--- src/sv/bcl_pkg.sv ---
// Shared types, constants and helpers for the button click and long-press detector.
`default_nettype none
package bcl_pkg;

  localparam int unsigned TIMER_WIDTH   = 16;
  localparam int unsigned STAMP_WIDTH   = 32;
  localparam int unsigned COUNT_WIDTH   = 8;
  localparam int unsigned CFG_WIDTH     = 16;
  localparam int unsigned CFG_IDX_WIDTH = 3;

  localparam logic [CFG_IDX_WIDTH-1:0] CFG_DEBOUNCE    = 3'd0;
  localparam logic [CFG_IDX_WIDTH-1:0] CFG_CLICK_MAX   = 3'd1;
  localparam logic [CFG_IDX_WIDTH-1:0] CFG_LONG_PRESS  = 3'd2;
  localparam logic [CFG_IDX_WIDTH-1:0] CFG_LONG_REPEAT = 3'd3;
  localparam logic [CFG_IDX_WIDTH-1:0] CFG_CLICK_GAP   = 3'd4;

  localparam logic [CFG_WIDTH-1:0] DEBOUNCE_RST    = 16'd100;
  localparam logic [CFG_WIDTH-1:0] CLICK_MAX_RST   = 16'd750;
  localparam logic [CFG_WIDTH-1:0] LONG_PRESS_RST  = 16'd750;
  localparam logic [CFG_WIDTH-1:0] LONG_REPEAT_RST = 16'd250;
  localparam logic [CFG_WIDTH-1:0] CLICK_GAP_RST   = 16'd100;

  typedef enum logic [3:0] {
    PH_RELEASED   = 4'b0001,
    PH_PRESS_DB   = 4'b0010,
    PH_PRESSED    = 4'b0100,
    PH_RELEASE_DB = 4'b1000
  } phase_e;

  typedef enum logic [1:0] {
    EV_PRESSED  = 2'd0,
    EV_RELEASED = 2'd1,
    EV_LONG     = 2'd2,
    EV_CLICK    = 2'd3
  } event_kind_e;

  typedef struct packed {
    logic [CFG_WIDTH-1:0] debounce;
    logic [CFG_WIDTH-1:0] click_max;
    logic [CFG_WIDTH-1:0] long_first;
    logic [CFG_WIDTH-1:0] long_repeat;
    logic [CFG_WIDTH-1:0] click_gap;
  } cfg_t;

  typedef struct packed {
    event_kind_e            kind;
    logic [COUNT_WIDTH-1:0] clicks;
    logic [COUNT_WIDTH-1:0] repeats;
    logic [STAMP_WIDTH-1:0] stamp;
  } evt_t;

  function automatic logic [COUNT_WIDTH-1:0] count_inc(input logic [COUNT_WIDTH-1:0] c);
    return (c == {COUNT_WIDTH{1'b1}}) ? c : c + COUNT_WIDTH'(1);
  endfunction

endpackage
`default_nettype wire

--- src/sv/bcl_in_if.sv ---
// Input channel carrying one sampled button level per transaction.
`default_nettype none
interface bcl_in_if;
  logic valid;
  logic ready;
  logic pin_level;

  modport source (output valid, output pin_level, input ready);
  modport sink (input valid, input pin_level, output ready);
endinterface
`default_nettype wire

--- src/sv/bcl_out_if.sv ---
// Output channel carrying one button event per transaction.
`default_nettype none
interface bcl_out_if;
  logic                           valid;
  logic                           ready;
  logic [1:0]                     event_kind;
  logic [bcl_pkg::COUNT_WIDTH-1:0] clicks;
  logic [bcl_pkg::COUNT_WIDTH-1:0] repeats;
  logic [bcl_pkg::STAMP_WIDTH-1:0] stamp;

  modport source (output valid, output event_kind, output clicks, output repeats,
                  output stamp, input ready);
  modport sink (input valid, input event_kind, input clicks, input repeats,
                input stamp, output ready);
endinterface
`default_nettype wire

--- src/sv/bcl_fsm.sv ---
// Button phase machine, countdown timer, stamps and counters with event generation.
`default_nettype none
module bcl_fsm (
  input  wire logic          clk_i,
  input  wire logic          rst_ni,
  input  wire logic          step_i,
  input  wire logic          level_i,
  input  wire bcl_pkg::cfg_t cfg_i,
  output logic               ev_valid_o,
  output bcl_pkg::evt_t      ev_o
);

  bcl_pkg::phase_e                     phase_q, phase_d;
  logic [bcl_pkg::TIMER_WIDTH-1:0]     timer_q, timer_d;
  logic                                armed_q, armed_d;
  logic [bcl_pkg::STAMP_WIDTH-1:0]     tick_q, tick_d;
  logic [bcl_pkg::STAMP_WIDTH-1:0]     press_q, press_d;
  logic [bcl_pkg::STAMP_WIDTH-1:0]     release_q, release_d;
  logic [bcl_pkg::COUNT_WIDTH-1:0]     click_q, click_d;
  logic [bcl_pkg::COUNT_WIDTH-1:0]     repeat_q, repeat_d;

  logic                                edge_press, edge_release, expire;
  logic                                do_press, do_release;
  logic [bcl_pkg::STAMP_WIDTH-1:0]     hold_span;

  assign edge_press   = (phase_q == bcl_pkg::PH_RELEASED) && !level_i;
  assign edge_release = (phase_q == bcl_pkg::PH_PRESSED) && level_i;
  assign expire       = !edge_press && !edge_release && armed_q &&
                        (timer_q <= bcl_pkg::TIMER_WIDTH'(1));
  assign do_press     = edge_press ||
                        (expire && (phase_q == bcl_pkg::PH_RELEASE_DB) && !level_i);
  assign do_release   = edge_release ||
                        (expire && (phase_q == bcl_pkg::PH_PRESS_DB) && level_i);
  assign hold_span    = release_q - press_q;

  always_comb begin
    phase_d    = phase_q;
    timer_d    = timer_q;
    armed_d    = armed_q;
    tick_d     = tick_q;
    press_d    = press_q;
    release_d  = release_q;
    click_d    = click_q;
    repeat_d   = repeat_q;
    ev_valid_o = 1'b0;
    ev_o       = '{kind: bcl_pkg::EV_PRESSED, clicks: click_q, repeats: repeat_q,
                   stamp: tick_q};
    if (step_i) begin
      tick_d = tick_q + bcl_pkg::STAMP_WIDTH'(1);
      if (edge_press || edge_release || expire) begin
        armed_d = 1'b0;
        timer_d = '0;
      end else if (armed_q) begin
        timer_d = timer_q - bcl_pkg::TIMER_WIDTH'(1);
      end
      if (do_press) begin
        phase_d    = bcl_pkg::PH_PRESS_DB;
        press_d    = tick_q;
        click_d    = bcl_pkg::count_inc(click_q);
        repeat_d   = '0;
        ev_valid_o = 1'b1;
        ev_o.kind  = bcl_pkg::EV_PRESSED;
        ev_o.clicks  = click_d;
        ev_o.repeats = '0;
        timer_d    = cfg_i.debounce;
        armed_d    = 1'b1;
      end else if (do_release) begin
        phase_d    = bcl_pkg::PH_RELEASE_DB;
        release_d  = tick_q;
        repeat_d   = '0;
        ev_valid_o = 1'b1;
        ev_o.kind  = bcl_pkg::EV_RELEASED;
        ev_o.repeats = '0;
        timer_d    = cfg_i.debounce;
        armed_d    = 1'b1;
      end else if (expire) begin
        case (phase_q)
          bcl_pkg::PH_RELEASE_DB: begin
            phase_d = bcl_pkg::PH_RELEASED;
            if (hold_span <= bcl_pkg::STAMP_WIDTH'(cfg_i.click_max)) begin
              timer_d = cfg_i.click_gap;
              armed_d = 1'b1;
            end else begin
              click_d = '0;
            end
          end
          bcl_pkg::PH_PRESS_DB: begin
            phase_d = bcl_pkg::PH_PRESSED;
            timer_d = cfg_i.long_first;
            armed_d = 1'b1;
          end
          bcl_pkg::PH_RELEASED: begin
            if (repeat_q == '0) begin
              ev_valid_o = 1'b1;
              ev_o.kind  = bcl_pkg::EV_CLICK;
            end
            click_d = '0;
          end
          bcl_pkg::PH_PRESSED: begin
            repeat_d     = bcl_pkg::count_inc(repeat_q);
            ev_valid_o   = 1'b1;
            ev_o.kind    = bcl_pkg::EV_LONG;
            ev_o.repeats = repeat_d;
            timer_d      = cfg_i.long_repeat;
            armed_d      = 1'b1;
          end
          default: begin
          end
        endcase
      end
    end
  end

  always_ff @(posedge clk_i or negedge rst_ni) begin
    if (!rst_ni) begin
      phase_q   <= bcl_pkg::PH_RELEASED;
      timer_q   <= '0;
      armed_q   <= 1'b0;
      tick_q    <= '0;
      press_q   <= '0;
      release_q <= '0;
      click_q   <= '0;
      repeat_q  <= '0;
    end else begin
      phase_q   <= phase_d;
      timer_q   <= timer_d;
      armed_q   <= armed_d;
      tick_q    <= tick_d;
      press_q   <= press_d;
      release_q <= release_d;
      click_q   <= click_d;
      repeat_q  <= repeat_d;
    end
  end

endmodule
`default_nettype wire

--- src/sv/button_click_longpress_detector.sv ---
// Top level of the debounced button detector with multi-click and long-press events.
// Flow: an accepted level is registered in the input register and then updates the
// state once the output register can take a result; an event it causes is loaded
// into the output register in that same update and is offered on the output from
// there. Throughput: one level per cycle, limited only by the single output register.
// Reset: asynchronous active low; released phase, timer stopped, counters and stamps
// cleared, configuration registers back to their default tick counts.
`default_nettype none
module button_click_longpress_detector (
  input  wire logic                              clk_i,
  input  wire logic                              rst_ni,
  input  wire logic                              cfg_we_i,
  input  wire logic [bcl_pkg::CFG_IDX_WIDTH-1:0] cfg_idx_i,
  input  wire logic [bcl_pkg::CFG_WIDTH-1:0]     cfg_data_i,
  bcl_in_if.sink                                 in_i,
  bcl_out_if.source                              out_o
);

  bcl_pkg::cfg_t  cfg_q;
  logic           s1_valid_q;
  logic           s1_level_q;
  logic           out_valid_q;
  bcl_pkg::evt_t  out_q;
  logic           advance;
  logic           ev_valid;
  bcl_pkg::evt_t  ev;

  assign advance    = s1_valid_q && (!out_valid_q || out_o.ready);
  assign in_i.ready = !s1_valid_q || advance;

  always_ff @(posedge clk_i or negedge rst_ni) begin
    if (!rst_ni) begin
      cfg_q.debounce    <= bcl_pkg::DEBOUNCE_RST;
      cfg_q.click_max   <= bcl_pkg::CLICK_MAX_RST;
      cfg_q.long_first  <= bcl_pkg::LONG_PRESS_RST;
      cfg_q.long_repeat <= bcl_pkg::LONG_REPEAT_RST;
      cfg_q.click_gap   <= bcl_pkg::CLICK_GAP_RST;
    end else if (cfg_we_i) begin
      case (cfg_idx_i)
        bcl_pkg::CFG_DEBOUNCE:    cfg_q.debounce    <= cfg_data_i;
        bcl_pkg::CFG_CLICK_MAX:   cfg_q.click_max   <= cfg_data_i;
        bcl_pkg::CFG_LONG_PRESS:  cfg_q.long_first  <= cfg_data_i;
        bcl_pkg::CFG_LONG_REPEAT: cfg_q.long_repeat <= cfg_data_i;
        bcl_pkg::CFG_CLICK_GAP:   cfg_q.click_gap   <= cfg_data_i;
        default: begin
        end
      endcase
    end
  end

  always_ff @(posedge clk_i or negedge rst_ni) begin
    if (!rst_ni) begin
      s1_valid_q <= 1'b0;
    end else if (in_i.ready) begin
      s1_valid_q <= in_i.valid;
    end
  end

  always_ff @(posedge clk_i) begin
    if (in_i.valid && in_i.ready) begin
      s1_level_q <= in_i.pin_level;
    end
  end

  bcl_fsm u_fsm (
    .clk_i      (clk_i),
    .rst_ni     (rst_ni),
    .step_i     (advance),
    .level_i    (s1_level_q),
    .cfg_i      (cfg_q),
    .ev_valid_o (ev_valid),
    .ev_o       (ev)
  );

  always_ff @(posedge clk_i or negedge rst_ni) begin
    if (!rst_ni) begin
      out_valid_q <= 1'b0;
    end else if (advance) begin
      out_valid_q <= ev_valid;
    end else if (out_o.ready) begin
      out_valid_q <= 1'b0;
    end
  end

  always_ff @(posedge clk_i) begin
    if (advance && ev_valid) begin
      out_q <= ev;
    end
  end

  assign out_o.valid      = out_valid_q;
  assign out_o.event_kind = out_q.kind;
  assign out_o.clicks     = out_q.clicks;
  assign out_o.repeats    = out_q.repeats;
  assign out_o.stamp      = out_q.stamp;

  a_accept_fills_stage : assert property (@(posedge clk_i) disable iff (!rst_ni)
    (in_i.valid && in_i.ready) |=> s1_valid_q)
    else $error("Accepted transaction did not reach the input register.");

  a_event_needs_step : assert property (@(posedge clk_i) disable iff (!rst_ni)
    $rose(out_valid_q) |-> $past(advance))
    else $error("Output became valid without a state update.");

  a_press_counts_click : assert property (@(posedge clk_i) disable iff (!rst_ni)
    (out_valid_q && (out_q.kind == bcl_pkg::EV_PRESSED)) |-> (out_q.clicks != '0))
    else $error("Pressed event with a zero click count.");

  a_edge_clears_repeats : assert property (@(posedge clk_i) disable iff (!rst_ni)
    (out_valid_q && ((out_q.kind == bcl_pkg::EV_PRESSED) ||
                     (out_q.kind == bcl_pkg::EV_RELEASED))) |-> (out_q.repeats == '0))
    else $error("Press or release event with a nonzero repeat count.");

  a_long_counts_repeat : assert property (@(posedge clk_i) disable iff (!rst_ni)
    (out_valid_q && (out_q.kind == bcl_pkg::EV_LONG)) |-> (out_q.repeats != '0))
    else $error("Long press event with a zero repeat count.");

endmodule
`default_nettype wire
--- src/flat_wrapper.sv ---
// flat-port wrapper written by rule: the top's interface ports become plain ports
module button_click_longpress_detector_flat 
  (clk_i, rst_ni, cfg_we_i, cfg_idx_i, cfg_data_i, in_i_valid, in_i_pin_level, in_i_ready, out_o_valid, out_o_event_kind, out_o_clicks, out_o_repeats, out_o_stamp, out_o_ready);
  bcl_in_if in_i_i ();
  bcl_out_if out_o_i ();
  input  wire logic clk_i;
  input  wire logic rst_ni;
  input  wire logic cfg_we_i;
  input  wire logic [bcl_pkg::CFG_IDX_WIDTH-1:0] cfg_idx_i;
  input  wire logic [bcl_pkg::CFG_WIDTH-1:0] cfg_data_i;
  input wire logic [$bits(in_i_i.valid)-1:0] in_i_valid;
  input wire logic [$bits(in_i_i.pin_level)-1:0] in_i_pin_level;
  output wire logic [$bits(in_i_i.ready)-1:0] in_i_ready;
  output wire logic [$bits(out_o_i.valid)-1:0] out_o_valid;
  output wire logic [$bits(out_o_i.event_kind)-1:0] out_o_event_kind;
  output wire logic [$bits(out_o_i.clicks)-1:0] out_o_clicks;
  output wire logic [$bits(out_o_i.repeats)-1:0] out_o_repeats;
  output wire logic [$bits(out_o_i.stamp)-1:0] out_o_stamp;
  input wire logic [$bits(out_o_i.ready)-1:0] out_o_ready;
  assign in_i_i.valid = in_i_valid;
  assign in_i_i.pin_level = in_i_pin_level;
  assign in_i_ready = in_i_i.ready;
  assign out_o_valid = out_o_i.valid;
  assign out_o_event_kind = out_o_i.event_kind;
  assign out_o_clicks = out_o_i.clicks;
  assign out_o_repeats = out_o_i.repeats;
  assign out_o_stamp = out_o_i.stamp;
  assign out_o_i.ready = out_o_ready;
  button_click_longpress_detector u_core (.clk_i(clk_i), .rst_ni(rst_ni), .cfg_we_i(cfg_we_i), .cfg_idx_i(cfg_idx_i), .cfg_data_i(cfg_data_i), .in_i(in_i_i), .out_o(out_o_i));
endmodule
--- config.mk ---
export PLATFORM = sky130hd
export DESIGN_NAME = button_click_longpress_detector_flat
export DESIGN_NICKNAME = d
export VERILOG_FILES = /design/src/sv/bcl_pkg.sv /design/src/sv/bcl_in_if.sv /design/src/sv/bcl_out_if.sv /design/src/sv/bcl_fsm.sv /design/src/sv/button_click_longpress_detector.sv /design/src/flat_wrapper.sv
export SDC_FILE = /design/constraint.sdc
export NUM_CORES = 1
export LEC_CHECK = 0
export BUFFER_PORTS_ARGS = -buffer_cell sky130_fd_sc_hd__buf_2
export CORE_UTILIZATION = 50
export CTS_BUF_LIST = sky130_fd_sc_hd__clkbuf_8
export CTS_CLUSTER_DIAMETER = 40
export DETAILED_ROUTE_END_ITERATION = 7
export GPL_ROUTABILITY_DRIVEN = 0
export PLACE_DENSITY_LB_ADDON = 0.15
export SYNTH_ARGS = -nofsm -noshare
export SYNTH_HDL_FRONTEND = slang
export SYNTH_SLANG_ARGS = --single-unit
--- constraint.sdc ---
create_clock -name clk_i -period 11.25 [get_ports clk_i]
set_input_delay 3.375 -clock clk_i [delete_from_list [all_inputs] [get_ports clk_i]]
set_output_delay 3.375 -clock clk_i [all_outputs]
set_load 0.03 [all_outputs]
==> reports/results.md, run 1 <==
• complete, no violations — status
• 3.84 ns — WP data arrival
• 60 — Std-Cell Rows
• 1.14 ns — worst slew pin tran
• 0.641 — final clock period utilization by the worst path
• dfrtp_1 — library cell occupying the most area in the post-synthesis netlist
• 28000 um2 — Die Footprint
• 0 — Hold Buf Count CTS
• 5.77 — mean number of vias per cell
• 0.808 — async set or reset register ratio after synthesis
• in2out — critical path type
• clkbuf_8 — clock root buffer
• 17.4 um — wire per inst
• 1466 — Post-layout nets
• 0 ns — setup TNS after final layout
• 0.212 — share of post-route cells with drive strength above 1
• 0 — count of antenna diodes in the layout
• 0.140 — simple-gate portion of the synthesized area
• 2326 — Filler cells
• 0 — number of antenna violations at the first check in global routing
• 5 — number of iterations in the first detailed-routing pass
• 7.21 ns — min Tclk post-route
• 0.345 — fraction of synthesized cell area taken by the top area cell type
• 1308 — synthesized instance count
• 0.508 — Initial Utilization
• 1679 — cell count after placement
• yes — clock tree from TritonCTS
• 0.0500 — adder-cell share of the synthesized area
• 693 — number of design-rule violations left by the first detailed-router iteration
• 6260 um2 — area used by multi-input combinational logic
• false — RSZ-0062 raised after global routing
• dfrtp_1, edfxtp_1, mux2_2 — largest cells by area after synthesis
• 0.0823 mV — worst supply voltage drop on vdd
• 0.0790 — share of synthesized area spent on multiplexers
• 0.509 — fraction of the yosys area taken by sequential cells
• 69 — Cell variety after synth
• 0.0436 ns — clock skew after layout
• 0 — number of max-slew violations in the final report
• reg2reg — worst min path class
• 0 — ANT nets after route
• 0.237 — worst slew slack as a fraction of its limit
• 51.1 mm — wire length of the first global-routing pass
• 77 — count of pins on the block boundary
• 0 — warning count from the yosys run
• 0 — Max-Cap Viols
• 12.6% — layout overhead on the synthesized area
• 1767 — fin cells
• 20.6 mm — post-detail-place hpwl
• 10.4 um2 — average instance area after synthesis
• input port — crit path launch type
• 7.88 ns — Worst EP required
• 266 — number of synthesized register bits
• 0.139 — fraction of the mapped netlist area in compound gates
• 0.225 — GRT Util Overall
• 26900 um2 — total core area
• 167 um — DIE HEIGHT
• 9800 — vias in the first global route
• 3 — Max Root-Sink Buffers
• 0 — gr ovfl total
• 14400 um2 — cell area after placement
• 6950 um2 — footprint of the flip-flops and latches
• 76 — count of buffers inserted at the top-level ports
• 0 — hold violation count in the final report
• 51 — number of flops mapped to enable cells by yosys
• 6.77 nW — Leak Pwr
• 0.0481 — XOR/XNOR share of the synthesized area
• 2 — H-tree depth reported by CTS
• 0 — number of setup violations in the final report
• 266 — clk sink count
• 1387 — Synth Net Count
• 0 — CTS resizes
• primary output — type of element capturing the critical path
• 0 — Post-route DRC
• 142 nW/um2 — power per cell area
• 0.491 ns — worst hold slack
• 0 — number of buffers inserted by post-CTS setup repair
• dfrtp_1 — leading register cell type out of synthesis
• 47 — clock buffers created by TritonCTS
• 167 um — Die Wd
• 10200 — total number of vias
• 15400 um2 — final design area excluding fillers
• 13700 um2 — netlist area before placement
• 139 MHz — maximum frequency from static timing analysis
• 0.06 ns — clock-pin slew on the worst setup and hold paths
• 86 — largest net degree at the start of global routing
• 30.7 mm — final WL
• 0.58 ns — clock latency of the later-clocked register in the worst-skew pair
• 3 — biggest fanout along the worst timing path
• simple AND/OR/NAND/NOR gates — combinational family with the most area after synthesis
[worst max-delay path: stages]
cell and delay (ns):
buf_2 0.10, nand3b_1 0.17, buf_2 0.19
[registers in the layout (all words and copies together), names as in the netlist, 4 cells and up]
register / flops
u_core.cfg_q: 80
u_core.out_o.clicks: 8
u_core.out_o.repeats: 8
u_core.out_o.stamp: 32
u_core.u_fsm.click_q: 8
u_core.u_fsm.phase_q: 4
u_core.u_fsm.press_q: 32
u_core.u_fsm.release_q: 32
u_core.u_fsm.repeat_q: 8
u_core.u_fsm.tick_q: 32
u_core.u_fsm.timer_q: 16
[metal layers]
layer,vias to the layer above,share of wire,wire (um),GRT usage
met3,46,0.047,1430,0.0324
met4,0,0.020,606,0.0698
met5,-,0,0,0
met1,5019,0.48,14800,0.329
met2,252,0.45,13800,0.345
li1,4873,-,-,-
[synthesized netlist by cell type (all sizes together), types with 4 or more instances]
cell      n
o21bai    5
o31ai     6
nand4b   14
o41ai     4
a21boi    4
and2      4
a21oi    62
o211ai    8
a211oi    8
ha       53
buf       8
nor2     94
or3       9
inv      70
xor2     22
clkbuf   50
nand2   135
o21ai   108
nor4      6
nand2b   13
nor3     23
o21a      7
a21o      9
nand3b    4
o221ai   19
and3      8
xnor2    53
a22oi    31
nand3    28
a31oi     6
mux2     94
nand4    25
nor2b     5
dfrtp   188
dfstp    27
and4      4
edfxtp   51
[stage by stage]
step	util	setup WS, ns	power (mW)
global route	0.572	4.01	2.28
detailed placement	0.535	4.04	1.28
floorplan	-	4.15	1.22
global placement	0.535	4.04	1.27
finish	0.572	4.04	2.19
CTS	0.572	4.04	2.21
[cell usage in the layout (no fill, tap or decap), drive strengths merged, types with 4 or more instances in the layout]
cell type,instances
dfrtp,188
nand2,135
o21ai,108
nor2,94
mux2,94
inv,87
buf,87
a21oi,62
clkbuf,56
xnor2,53
ha,53
edfxtp,51
a22oi,31
nand3,28
dfstp,27
nand4,25
nor3,23
xor2,22
o221ai,19
nand4b,14
nand2b,13
clkinv,11
a21o,9
or3,9
o211ai,8
and3,8
a211oi,8
o21a,7
a31oi,6
nor4,6
o31ai,6
o21bai,5
nor2b,5
a21boi,4
nand3b,4
o41ai,4
and4,4
and2,4
[cell families after synthesis]
| kind of cell | count (synthesis) |
|---|---|
| AND/OR/NAND/NOR | 390 |
| AO/OA/AOI/OAI | 298 |
| flip-flops | 266 |
| buffers and inverters | 129 |
| multiplexers | 96 |
| XOR/XNOR | 75 |
| adder cells (fa/ha/maj) | 54 |
[power by group]
| group | total (mW) | switching (mW) | internal (mW) | leakage (nW) |
|---|---|---|---|---|
| Combinational | 0.138 | 0.0707 | 0.0674 | 3.10 |
| Sequential | 1.12 | 0.0523 | 1.07 | 3.10 |
| Clock | 0.924 | 0.406 | 0.518 | 0.567 |
| Total | 2.19 | 0.529 | 1.66 | 6.77 |
[worst paths after layout]
| kind | start | end | slack, ns | depth (start not counted) |
|---|---|---|---|---|
| setup / recovery | out_o_ready | in_i_ready | 4.04 | 3 |
| hold / removal | u_core.u_fsm.press_q[0] | u_core.u_fsm.press_q[0] | 0.49 | 2 |
| setup reg to reg | u_core.u_fsm.release_q[2] | u_core.u_fsm.click_q[5] | 6.04 | 17 |
| hold reg to reg | u_core.u_fsm.press_q[0] | u_core.u_fsm.press_q[0] | 0.49 | 2 |
| max in group asynchronous | rst_ni | u_core.cfg_q[79] | 6.97 | 2 |
| min in group asynchronous | rst_ni | u_core.u_fsm.tick_q[9] | 2.82 | 1 |
[cell type report]
class | instances | share of cell area
flip-flops and latches | 266 | 0.452
well taps | 341 | 0.0278
clock buffers | 55 | 0.0492
clock inverters | 33 | 0.0151
multi-input cells | 913 | 0.407
inverters | 71 | 0.0174
repair buffers | 88 | 0.0312
(Power assumes the default switching activity.)
==> run 2, diff against run 1 <==
- clock period: 11.25 -> 7.1 ns (I/O delays scaled with it)
==> reports/results.md, run 2 (same netlist as run 1, synthesis figures left out) <==
• complete, no violations — status
• 2 — H-tree depth reported by CTS
• 0.57 ns — clock latency of the later-clocked register in the worst-skew pair
• 0 — number of setup violations in the final report
• 0.145 mV — worst supply voltage drop on vdd
• 0 — number of max-slew violations in the final report
• 1.55 ns — register-to-register setup slack
• dfrtp_1 — leading cell type in the layout, fill and taps excluded
• 10100 — total number of vias
• 0.418 — Clk pwr share
• 124 — largest net degree at the start of global routing
• 167 um — Die Wd
• 0.06 ns — clock-pin slew on the worst setup and hold paths
• 0.488 ns — worst hold slack
• 12.3% — layout overhead on the synthesized area
• u_core.out_o.stamp[22] — Critical path destination
• u_core.out_o.stamp[22] — worst reg2reg endpoint
• 0 — hold violation count in the final report
• 26900 um2 — total core area
• reg2reg — critical path type
• 0 ns — setup TNS after final layout
• 80 — number of flip-flops under the largest register name
• u_core.u_fsm.timer_q[2] — source of the worst register-to-register timing path
• 0 — Max-Cap Viols
• flip-flop — type of element capturing the critical path
• or3_4, or4_4, or4_1, o31a_1, o22a_1, nor2_1, or2_2, buf_4 — cells traversed along the worst timing path
• 0.064 — part of the total power dissipated in combinational logic
• 0 — ANT nets after route
• 5 — number of iterations in the first detailed-routing pass
• 51.4 mm — wire length of the first global-routing pass
• 0 — Hold Buf Count CTS
• u_core.u_fsm.timer_q[2] — critical path startpoint
• 2342 — Filler cells
• 9950 — vias in the first global route
• 0.332 — met1 usage in global routing
• 5.55 ns — min Tclk post-route
• 0 — gr ovfl total
• 0.0364 — global-route track usage on met3
• clkbuf_8 — clock root buffer
• 47 — clock buffers created by TritonCTS
• 0.782 — final clock period utilization by the worst path
• 30.8 mm — final WL
• 0 — number of antenna violations at the first check in global routing
• 0.227 — GRT Util Overall
• 28000 um2 — Die Footprint
• 0.0235 ns — clock skew after layout
• u_core.cfg_q — largest register by flop count
• 5.72 — mean number of vias per cell
• 3.43 mW — power consumption
• 1767 — fin cells
• 7.35 ns — Worst EP required
• 1.13 ns — worst slew pin tran
• yes — clock tree from TritonCTS
• 8 — cell count of the worst reg-to-reg path
• 40 — biggest fanout along the worst timing path
• 2.61 mW — cell-internal power
• 0 — Post-route DRC
• 224 nW/um2 — power per cell area
• 1467 — Post-layout nets
• or2_2 — slowest CP cell
• 0.349 — met2 usage in global routing
• 0.205 — share of post-route cells with drive strength above 1
• 0.92 ns — largest stage delay on the critical path
• 21.0 mm — post-detail-place hpwl
• flip-flop — crit path launch type
• 0.240 — switching part of the total
• met2 — GRT busiest layer
• 1680 — cell count after placement
• 77 — count of pins on the block boundary
• 76 — count of buffers inserted at the top-level ports
• 60 — Std-Cell Rows
• 167 um — DIE HEIGHT
• 0.519 — relative contribution of sequential cells to total power
• 0.244 — worst slew slack as a fraction of its limit
• 0 — count of antenna diodes in the layout
• 825 uW — net switching power
• 5.80 ns — WP data arrival
• 3 — Max Root-Sink Buffers
• 17.5 um — wire per inst
• 0 — CTS resizes
• 6.78 nW — Leak Pwr
• reg2reg — worst min path class
• 804 — number of design-rule violations left by the first detailed-router iteration
• 0.508 — Initial Utilization
• dfrtp_1, nand2_1, o21ai_0 — top library cells by usage in the layout, fill and taps aside
• false — RSZ-0062 raised after global routing
• 266 — clk sink count
• 180 MHz — maximum frequency from static timing analysis
• 0 — number of buffers inserted by post-CTS setup repair
==> run 2: how the worst min path moves through the flow <==
stage,from,to,depth (start not counted)
2_1_floorplan,u_core.u_fsm.tick_q[19],u_core.out_o.stamp[19],0
3_3_place_gp,u_core.u_fsm.press_q[0],u_core.u_fsm.press_q[0],2
3_5_place_dp,u_core.u_fsm.press_q[0],u_core.u_fsm.press_q[0],2
4_1_cts,u_core.u_fsm.press_q[0],u_core.u_fsm.press_q[0],2
5_1_grt,u_core.cfg_q[67],u_core.cfg_q[67],1
6_report,u_core.u_fsm.press_q[0],u_core.u_fsm.press_q[0],2
==> run 2: per-stage QoR <==
step	worst slack, ns	cell area [um2]	utilization
6_report	1.55	15300	0.571
5_1_grt	1.26	15300	0.571
4_1_cts	1.54	15300	0.571
3_5_place_dp	1.58	14400	0.535
3_3_place_gp	1.75	14400	0.535
2_1_floorplan	2.49	13700	-
==> run 2: power groups by stage <==
stage	clock (mW)	combinational, mW	sequential, mW
floorplan	0	0.152	1.78
global placement	0	0.214	1.80
detailed placement	0	0.222	1.81
CTS	1.47	0.224	1.78
global route	1.54	0.249	1.80
finish	1.43	0.219	1.78
==> run 2: area by class of cell <==
class | count | area (um2) | share of cell area
clock buffers | 54 | 743 | 0.0485
clock inverters | 33 | 214 | 0.0140
inverters | 71 | 268 | 0.0175
multi-input cells | 913 | 6250 | 0.408
flip-flops and latches | 266 | 6950 | 0.453
well taps | 341 | 427 | 0.0278
repair buffers | 89 | 487 | 0.0317
==> run 2: critical path, delay by kind of cell (launching register included) <==
family | cells | cell delay (ns)
AOI/OAI and AO/OA | 2 | 1.00
DFF | 1 | 0.42
buffers and inverters | 1 | 0.38
and+or+nand+nor | 5 | 3.38
==> run 2: per-layer routing <==
layer | vias up | share of wire
met3 | 52 | 0.047
met5 | - | 0
met1 | 4945 | 0.49
li1 | 4873 | -
met2 | 244 | 0.44
met4 | 0 | 0.020
==> run 3, diff against run 2 <==
- ABC_AREA: unset -> 1
- clock period: 7.1 -> 5.8 ns (I/O delays scaled with it)
==> reports/results.md, run 3 <==
• 1.15 ns — worst slew pin tran
• 0.136 — share of post-route cells with drive strength above 1
• 266 — clk sink count
• u_core.u_fsm.press_q[0] — critical path startpoint
• 247 MHz — maximum frequency from static timing analysis
• 4.54 ns — WP data arrival
• 2817 — Filler cells
• 5.06 — mean number of vias per cell
• 0.808 — async set or reset register ratio after synthesis
• 77 — count of pins on the block boundary
• 0 — number of antenna violations at the first check in global routing
• 12000 — vias in the first global route
• nand2_1, inv_1, dfrtp_1, o21ai_0, nor2_1 — top library cells by usage in the layout, fill and taps aside
• nand2_1 — most prevalent standard cell on the critical path
• 4.05 ns — min Tclk post-route
• ha_1, fa_1, inv_1, nand2_1, nand2_1, nand3_1, nand2_1, nand2_1, nand2_1, xor2_1, ha_1, nand4_1, nor2_1, nand3_1, nand2_1, nand2_1, nor2_1, nand3_2, nor2_4, nand3_1, nand3_1, nand2_1, nand2_1 — cells traversed along the worst timing path
• 0.512 — Initial Utilization
• 0.698 — final clock period utilization by the worst path
• 0 ns — setup TNS after final layout
• u_core.u_fsm.press_q[0] — source of the worst register-to-register timing path
• 1 — Bufs and invs on worst path
• clkbuf_8 — clock root buffer
• nand2_1 — top-count cell post-synth
• 713 — number of design-rule violations left by the first detailed-router iteration
• 0 — number of max-slew violations in the final report
• 0 — gr ovfl total
• simple AND/OR/NAND/NOR gates — Largest delay share family, worst path
• 2421 — fin cells
• 174 um — Die Wd
• 36.9 mm — final WL
• 0.0418 ns — clock skew after layout
• 1.63 ns — Setup WS pre-CTS
• 0 — number of buffers inserted by post-CTS setup repair
• 0 — ANT nets after route
• u_core.cfg_q — largest register by flop count
• nand2_1, inv_1, dfrtp_1 — cell types with the highest counts after synthesis
• 0.215 mV — worst supply voltage drop on vdd
• 1911 — synthesized instance count
• u_core.u_fsm.timer_q[1] — Hold Crit Start
• 0.316 — fraction of synthesized cell area taken by the top area cell type
• 3 — Max Root-Sink Buffers
• 0 — Max-Cap Viols
• 1.75 ns — post-route setup slack
• 266 — number of synthesized register bits
• 29000 um2 — total core area
• 14 — biggest fanout along the worst timing path
• 26.8 mm — post-detail-place hpwl
• false — RSZ-0062 raised after global routing
• 7.78 um2 — average instance area after synthesis
• reg2reg — worst min path class
• 15.2 um — wire per inst
• 0 — number of setup violations in the final report
• 0.467 — fraction of the yosys area taken by sequential cells
• 2 — H-tree depth reported by CTS
• 117 — largest net degree at the start of global routing
• complete, no violations — status
• nand2_1 — leading cell type in the layout, fill and taps excluded
• dfrtp_1 — leading register cell type out of synthesis
• 51 — Cell variety after synth
• 285 nW/um2 — power per cell area
• nor2_4 — slowest CP cell
• 8.60 nW — Leak Pwr
• 1990 — Synth Net Count
• 30400 um2 — Die Footprint
• 0 — warning count from the yosys run
• 47 — clock buffers created by TritonCTS
• 174 um — DIE HEIGHT
• 11.3% — layout overhead on the synthesized area
• reg2reg — critical path type
• 6540 um2 — area used by multi-input combinational logic
• 0 — hold violation count in the final report
• dfrtp_1, nand2_1, edfxtp_1 — largest cells by area after synthesis
• 12300 — total number of vias
• 60.4 mm — wire length of the first global-routing pass
• 1.75 ns — register-to-register setup slack
• 0.237 — worst slew slack as a fraction of its limit
• 0.251 — GRT Util Overall
• 2333 — cell count after placement
• yes — clock tree from TritonCTS
• 6 — number of iterations in the first detailed-routing pass
• 0.59 ns — clock latency of the later-clocked register in the worst-skew pair
• dfrtp_1 — library cell occupying the most area in the post-synthesis netlist
• flip-flop — type of element capturing the critical path
• 0.51 ns — largest stage delay on the critical path
• 0 — Hold Buf Count CTS
• 0 — count of antenna diodes in the layout
• 0 — Post-route DRC
• 0 — CTS resizes
• 2077 — Post-layout nets
• 76 — count of buffers inserted at the top-level ports
• 14900 um2 — netlist area before placement
• 0.06 ns — clock-pin slew on the worst setup and hold paths
• 6950 um2 — footprint of the flip-flops and latches
• flip-flop — crit path launch type
• 62 — Std-Cell Rows
• 6.29 ns — Worst EP required
• 51 — number of flops mapped to enable cells by yosys
• 80 — number of flip-flops under the largest register name
## run 3: cell count changes after synthesis, sizes merged, moves of 50 or more
| cell | change |
|---|---|
| o21ai | +52 |
| mux2 | -94 |
| nor2 | +65 |
| xnor2 | -50 |
| nand2 | +509 |
| inv | +240 |
## run 3: logic make-up (layout without fill, tap and decap cells)
| group | count (synthesis) | in the layout | synth area share |
|---|---|---|---|
| mux | 1 | 1 | 0.000673 |
| compound gates | 233 | 233 | 0.0857 |
| simple gates | 951 | 951 | 0.277 |
| fa+ha+maj | 54 | 54 | 0.0460 |
| flops | 266 | 266 | 0.467 |
| buf+inv | 356 | 482 | 0.0937 |
| xor+xnor | 50 | 50 | 0.0295 |
## run 3: area by class of cell
type,count,share of cell area
clock buffer,52,0.0433
sequential,266,0.420
clock inverter,36,0.0147
timing repair buffer,82,0.0271
tap,384,0.0290
inverter,312,0.0711
multi-input combinational,1289,0.395
## run 3: worst reg2reg max path: stages (launching register included)
cell	delay (ns)
dfrtp_1	0.38
ha_1	0.23
fa_1	0.42
inv_1	0.13
nand2_1	0.07
nand2_1	0.07
nand3_1	0.07
nand2_1	0.14
nand2_1	0.07
nand2_1	0.11
xor2_1	0.09
ha_1	0.27
nand4_1	0.12
nor2_1	0.17
nand3_1	0.09
nand2_1	0.12
nand2_1	0.06
nor2_1	0.11
nand3_2	0.10
nor2_4	0.51
nand3_1	0.17
nand3_1	0.30
nand2_1	0.09
nand2_1	0.07
## run 3: stage by stage
stage	util	hold slack [ns]	instance area, um2	total power, mW
floorplan	-	0.425	14900	2.79
detailed placement	0.537	0.452	15600	2.99
global placement	0.537	0.459	15600	2.97
global route	0.570	0.492	16500	4.98
CTS	0.570	0.477	16500	4.76
finish	0.570	0.477	16500	4.71
## run 3: path summary, 6_finish.rpt
path	end	cells after the start
worst max-delay path	u_core.u_fsm.click_q[7]	23
worst min-delay path	u_core.u_fsm.timer_q[1]	2
worst max register to register	u_core.u_fsm.click_q[7]	23
worst min register to register	u_core.u_fsm.timer_q[1]	2
max in group asynchronous	u_core.cfg_q[5]	2
min in group asynchronous	u_core.u_fsm.release_q[14]	1
## run 3: routing by layer
| metal | part of all wire | vias to the layer above | GRT usage |
|---|---|---|---|
| met5 | 0 | - | 0 |
| met4 | 0.044 | 0 | 0.117 |
| met3 | 0.049 | 97 | 0.0407 |
| met2 | 0.48 | 288 | 0.427 |
| met1 | 0.43 | 5693 | 0.311 |
| li1 | - | 6184 | - |
## run 3: report_power, final
group          switching (mW)  internal, mW
clock                   0.791         0.964
sequential              0.181          2.13
combinational           0.395         0.250
